==> src/rmth_pkg.sv <==
// Shared types and defaults for the two-heap running median block.
package rmth_pkg;

	localparam int unsigned HEAP_DEPTH_DEF   = 512;
	localparam int unsigned SAMPLE_WIDTH_DEF = 32;

	// Heap select: the lower half is a max-heap, the upper half a min-heap.
	localparam logic HEAP_LOWER = 1'b0;
	localparam logic HEAP_UPPER = 1'b1;

	typedef enum logic [3:0] {
		OP_NONE,
		OP_LOAD,
		OP_PUSH_START,
		OP_UP_READ,
		OP_UP_STEP,
		OP_PUT,
		OP_DOWN_START,
		OP_DN_READ1,
		OP_DN_READ2,
		OP_DN_STEP,
		OP_OUT
	} op_t;

	typedef struct packed {
		op_t  op;
		logic sel;      // heap to work on
		logic src_top;  // push the other heap's top instead of the sample
		logic drop;     // item was dropped, storage full
	} cmd_t;

	typedef struct packed {
		logic full;
		logic uempty;
		logic equal;
		logic x_ge_ltop;
		logic x_gt_utop;
		logic idx_zero;
		logic c_end;
		logic up_go;
		logic down_go;
	} sts_t;

	typedef enum logic [3:0] {
		S_IDLE,
		S_DEC,
		S_UP_RD,
		S_UP_STEP,
		S_DN_START,
		S_DN_RD1,
		S_DN_RD2,
		S_DN_STEP,
		S_OUT
	} state_t;

endpackage

==> src/rmth_ctrl.sv <==
// Sequencer: placement decision, sift-up and sift-down steps, handshakes.
module rmth_ctrl import rmth_pkg::*; (
	input  logic clk,
	input  logic arst_n,
	input  logic s_tvalid,
	output logic s_tready,
	output logic m_tvalid,
	input  logic m_tready,
	input  sts_t sts,
	output cmd_t cmd
);

	state_t state_q, state_d;
	logic   psel_q, psel_d, dodown_q, dodown_d, drop_q, drop_d, mvalid_q;

	always_ff @(posedge clk or negedge arst_n) begin
		if (!arst_n) begin
			state_q  <= S_IDLE;
			psel_q   <= HEAP_UPPER;
			dodown_q <= 1'b0;
			drop_q   <= 1'b0;
			mvalid_q <= 1'b0;
		end else begin
			state_q  <= state_d;
			psel_q   <= psel_d;
			dodown_q <= dodown_d;
			drop_q   <= drop_d;
			if (cmd.op == OP_OUT)  mvalid_q <= 1'b1;
			else if (m_tready)     mvalid_q <= 1'b0;
		end
	end

	always_comb begin
		state_d     = state_q;
		psel_d      = psel_q;
		dodown_d    = dodown_q;
		drop_d      = drop_q;
		cmd.op      = OP_NONE;
		cmd.sel     = psel_q;
		cmd.src_top = 1'b0;
		cmd.drop    = drop_q;
		s_tready    = 1'b0;
		unique case (state_q)
			S_IDLE: begin
				s_tready = 1'b1;
				if (s_tvalid) begin
					cmd.op  = OP_LOAD;
					state_d = S_DEC;
				end
			end
			S_DEC: begin
				if (sts.full) begin
					drop_d  = 1'b1;
					state_d = S_OUT;
				end else begin
					drop_d = 1'b0;
					if (sts.uempty) begin
						psel_d      = HEAP_UPPER;
						dodown_d    = 1'b0;
					end else if (sts.equal) begin
						psel_d      = HEAP_UPPER;
						dodown_d    = !sts.x_ge_ltop;
					end else begin
						psel_d      = HEAP_LOWER;
						dodown_d    = sts.x_gt_utop;
					end
					cmd.op      = OP_PUSH_START;
					cmd.sel     = psel_d;
					cmd.src_top = dodown_d;
					state_d     = S_UP_RD;
				end
			end
			S_UP_RD: begin
				if (sts.idx_zero) begin
					cmd.op  = OP_PUT;
					state_d = dodown_q ? S_DN_START : S_OUT;
				end else begin
					cmd.op  = OP_UP_READ;
					state_d = S_UP_STEP;
				end
			end
			S_UP_STEP: begin
				cmd.op  = OP_UP_STEP;
				if (sts.up_go)     state_d = S_UP_RD;
				else if (dodown_q) state_d = S_DN_START;
				else               state_d = S_OUT;
			end
			S_DN_START: begin
				// the sample replaces the other heap's root and sinks
				cmd.op  = OP_DOWN_START;
				cmd.sel = !psel_q;
				state_d = S_DN_RD1;
			end
			S_DN_RD1: begin
				if (sts.c_end) begin
					cmd.op  = OP_PUT;
					state_d = S_OUT;
				end else begin
					cmd.op  = OP_DN_READ1;
					state_d = S_DN_RD2;
				end
			end
			S_DN_RD2: begin
				cmd.op  = OP_DN_READ2;
				state_d = S_DN_STEP;
			end
			S_DN_STEP: begin
				cmd.op  = OP_DN_STEP;
				state_d = sts.down_go ? S_DN_RD1 : S_OUT;
			end
			S_OUT: begin
				// hold until the result register is free
				if (!mvalid_q || m_tready) begin
					cmd.op  = OP_OUT;
					state_d = S_IDLE;
				end
			end
			default: state_d = S_IDLE;
		endcase
	end

	assign m_tvalid = mvalid_q;

endmodule

==> config.mk <==
export PLATFORM = sky130hd
export DESIGN_NAME = rmth_ctrl
export DESIGN_NICKNAME = d
export VERILOG_FILES = /design/src/rmth_pkg.sv /design/src/rmth_ctrl.sv
export SDC_FILE = /design/constraint.sdc
export NUM_CORES = 1
export LEC_CHECK = 0
export BUFFER_PORTS_ARGS = -buffer_cell sky130_fd_sc_hd__buf_2
export CAP_MARGIN = 20
export CORE_UTILIZATION = 40
export DETAILED_ROUTE_END_ITERATION = 10
export PLACE_DENSITY = 0.73
export SLEW_MARGIN = 25
export SYNTH_ARGS = -nofsm -noshare
export SYNTH_HDL_FRONTEND = slang
export SYNTH_SLANG_ARGS = --single-unit
export TNS_END_PERCENT = 100
==> constraint.sdc <==
create_clock -name clk -period 2.8 [get_ports clk]
set_input_delay 0.28 -clock clk [delete_from_list [all_inputs] [get_ports clk]]
set_output_delay 0.28 -clock clk [all_outputs]
set_load 0.01 [all_outputs]
### After elaboration in Yosys (flattened, before gate mapping)

Index checks and enable logic that the tools add are counted.
W data, S select, Z words.

* register bits after elaboration: 8
* input port bits: 13
* memories kept: 0
* bits in latches: 0
* logic and storage cells: 50
* RAM bits: 0
* memory bits (read-only): 0

* div/mod/pow operators: 0
* muxes and demuxes: 25
* bitwise operators: 1
* shift operators: 0
* add/subtract/negate cells: 0
* reduce and logical (&&, ||, !) cells: 8
* $lt $le $gt $ge: 0
* multipliers: 0
* eq/ne operators: 11

Operators by type and width (number)
* $pmux W4 S9: 2
* $mux W4: 10
* $eq A4 B3 Y1 const B: 4
* $mux W1: 10
* $eq A4 B2 Y1 const B: 2
* $eq A4 B4 Y1 const B: 2
* $eq A4 B1 Y1 const B: 1
* $logic_not A4 Y1: 1
* $ne A2 B2 Y1 const B: 2
* $reduce_and A2 Y1: 2
* $logic_not A1 Y1: 3
* $mux W3: 1
* $mux W2: 1
* $pmux W1 S2: 1
* $reduce_bool A2 Y1: 1
* $logic_or A1 B1 Y1: 1
* $not A1 Y1: 1

### Logic depth before layout (Yosys ltp)

* word-level depth: 7
* gate-level depth with buffers: 5
* mapped depth without buffers: 3

### Least setup slack after synthesis

Ideal clock, no wire load.

* kind: reg-to-output
* from: register state_q[1]
* to: output cmd[2] (netlist bit)
* path buffers: 0
* cell stages (with the launch flop): 4
* slack: 1.061 ns
* data required time: 2.520 ns
* arrival time: 1.459 ns
* cell sequence: dfrtp_1 > or4b_4 > nand2b_4 > a211o_1

RTL lines
* start, declared: RTL line rmth_ctrl.sv:13 `state_t state_q, state_d;`
* start signal, assigned: RTL line rmth_ctrl.sv:24 `state_q <= state_d;`
* end, declared: RTL line rmth_ctrl.sv:10 `output cmd_t cmd`

==> flow_summary.ini <==
[status]
status = complete, no violations

[timing]
setup_viol = 0
fmax_mhz = 426.1
skew_ps = 13.87
fin_crit_ps = 2347
hold_violations = 0
rsz0062_at_grt = false
slew_viol_final = 0
worst_pin_slew_ps = 496.1
slew_headroom = 0.6693
fin_crit_sh = 0.8382
fin_tns_setup_ps = 0

[detailed_routing]
ant_nets = 0
vias = 611
drtIter0Drc = 6
wl_per_cell_um = 12.91
vias_per_cell = 5.555
first_pass_iters = 4
drc = 0
finalWirelength_mm = 1.420

[synthesis]
yosysSeqAreaShare = 0.3201
ys_types = 32
async_flop_share = 1.000
yosysTopAreaCellShare = 0.2783
synth.area.top_cells = dfrtp_1 28%, nand2b_1 6.0%, o21ai_0 4.8%, a2111oi_4 4.4%, dfstp_2 4.2%
syn_nets = 88
yosysWarnings = 0
synthCells = 75
syn_area_per_cell_um2 = 8.391
synthFlopType = dfrtp_1
synthTopCellsByCount = 7 x dfrtp_1, 7 x nand2_1, 6 x nand2b_1, 6 x o21ai_0, 5 x nor2_1
syn_area_um2 = 629.4
synth.largest_area_cell = dfrtp_1
synth_edf_count = 0
ys_ff_latch = 8

[clock_tree]
clk_latency_ps = 280
cts.sinks = 8
cts_tree = built
clk_path_buf_depth = 2
clk_pin_slew_ps = 70
cts_resized = 0
hold_buffers = 1
cts.htree.levels = 1
cts_buffers = 3
ctsRootBufferMaster = clkbuf_4
post_cts_buffers = 0

[global_routing]
antenna_found_initial = 0
grt_pass1_vias = 563
gr-total-overflow = 0
grt_pass1_wl_mm = 2.490
grt_usage = 0.1957
grt_start_max_net_pins = 20

[flow_run]
max_cap_violations = 0

[worst_setup_path]
crit_path_end_kind = primary output
required_ps = 2520
cp_max_fo = 19
start_kind = flip-flop
critPathKind = flip-flop to primary output
arrival_ps = 2070

[layout]
layout-drive-gt1-share = 0.2947
antenna_cells = 0
final_core_util = 0.5511
nets = 109
syn_to_final_growth_pct = 21.07

[placed_design]
place.gp.congestion = 0.8359
io_buffers = 21
hpwl_mm = 1.046

[pwr]
power_switching_share = 0.4464
vdd_drop_max_v = 0.0005303
p_per_area_nw_per_um2 = 1054
p_seq_frac = 0.351
internal_power_mw = 0.4444
pwr-share-comb = 0.520
p_clk_frac = 0.129
switchingPower_mw = 0.3584
cellLeakagePower_nw = 0.3722

[floorplan]
start_util = 0.4552
die_y_um = 41.67
pin_count = 22
core_um2 = 1383
dieArea_um2 = 1736
fp-row-count = 13
chipWidth_um = 41.67

[hold_path]
min_path_type = input pin to flip-flop
## area by class of cell
| class | count | area [µm²] |
|---|---|---|
| repair buffers | 22 | 115.1 |
| multi-input cells | 57 | 385.4 |
| fillers | 121 | 620.6 |
| clock buffers | 4 | 26.28 |
| flip-flops and latches | 8 | 201.4 |
| inverters | 4 | 15.01 |
| well taps | 15 | 18.77 |
## cells by family (layout without fill, tap and decap cells)
family	Yosys count	in the layout	synth area share
AND/OR/NAND/NOR	36	36	0.3539
AO/OA/AOI/OAI	21	21	0.2585
buffers and inverters	10	30	0.06758
flip-flops	8	8	0.3201
## registers in the layout (all words and copies together), names as in the netlist
signal    count
state_q       4
dodown_q      1
m_tvalid      1
psel_q        1
drop_q        1
## critical path, cell delays in order, from the launching register on
cell	delay (ps)
dfrtp_1	650
or4b_4	580
nand2b_4	170
a211o_1	240
buf_2	130
## path summary, 6_finish.rpt
kind | from | to | slack (ps) | cells past startpoint
hold reg to reg | drop_q$_DFFE_PN0P_ | drop_q$_DFFE_PN0P_ | 490 | 2
setup / recovery | state_q[0]$_DFFE_PN0P_ | cmd[2] | 450 | 4
hold / removal | m_tready | m_tvalid$_DFFE_PN0P_ | 290 | 3
max in group asynchronous | arst_n | psel_q$_DFFE_PN1P_ | 2180 | 2
setup reg to reg | state_q[0]$_DFFE_PN0P_ | dodown_q$_DFFE_PN0P_ | 1090 | 3
min in group asynchronous | arst_n | state_q[0]$_DFFE_PN0P_ | 370 | 2
## power groups by stage
stage | registers (mW) | logic (mW) | clock network [mW]
2_1_floorplan | 0.208 | 0.373 | 0
3_3_place_gp | 0.276 | 0.414 | 0
3_5_place_dp | 0.281 | 0.421 | 0
4_1_cts | 0.279 | 0.424 | 0.108
5_1_grt | 0.299 | 0.464 | 0.112
6_report | 0.282 | 0.418 | 0.103
## placed cells by master, fill, tap and decap left out, drive strengths merged, types with 2 or more instances in the layout
cell type  Yosys  routed
buf            2      21
nor2b          4       4
nor3b          2       2
a211o          2       2
nor4           2       2
nand2          7       7
a21oi          4       4
o21ai          6       6
nand2b         7       7
inv            4       4
a21o           2       2
dfrtp          7       7
nor2           5       5
nor3           2       2
clkbuf         4       4
## per-stage QoR
stage	worst slack, ps	hold slack [ps]	instance area [µm²]	total power, mW	instances
2_1_floorplan	1061	-15.59	629.4	0.5810	75
3_3_place_gp	794.8	129.1	725.7	0.6893	105
3_5_place_dp	769.8	133.1	725.7	0.7028	105
4_1_cts	462.2	277.1	762.0	0.8107	110
5_1_grt	343.5	308.5	762.0	0.8752	110
6_report	453.2	285.4	762.0	0.8028	110
## metal layers
metal	wire length [µm]	up-vias	global-route usage
met1	671	285	0.2385
met5	0	-	0
met4	37	0	0.1161
li1	-	312	-
met3	61	5	0.08261
met2	649	9	0.2844
(Power assumes the default switching activity.)
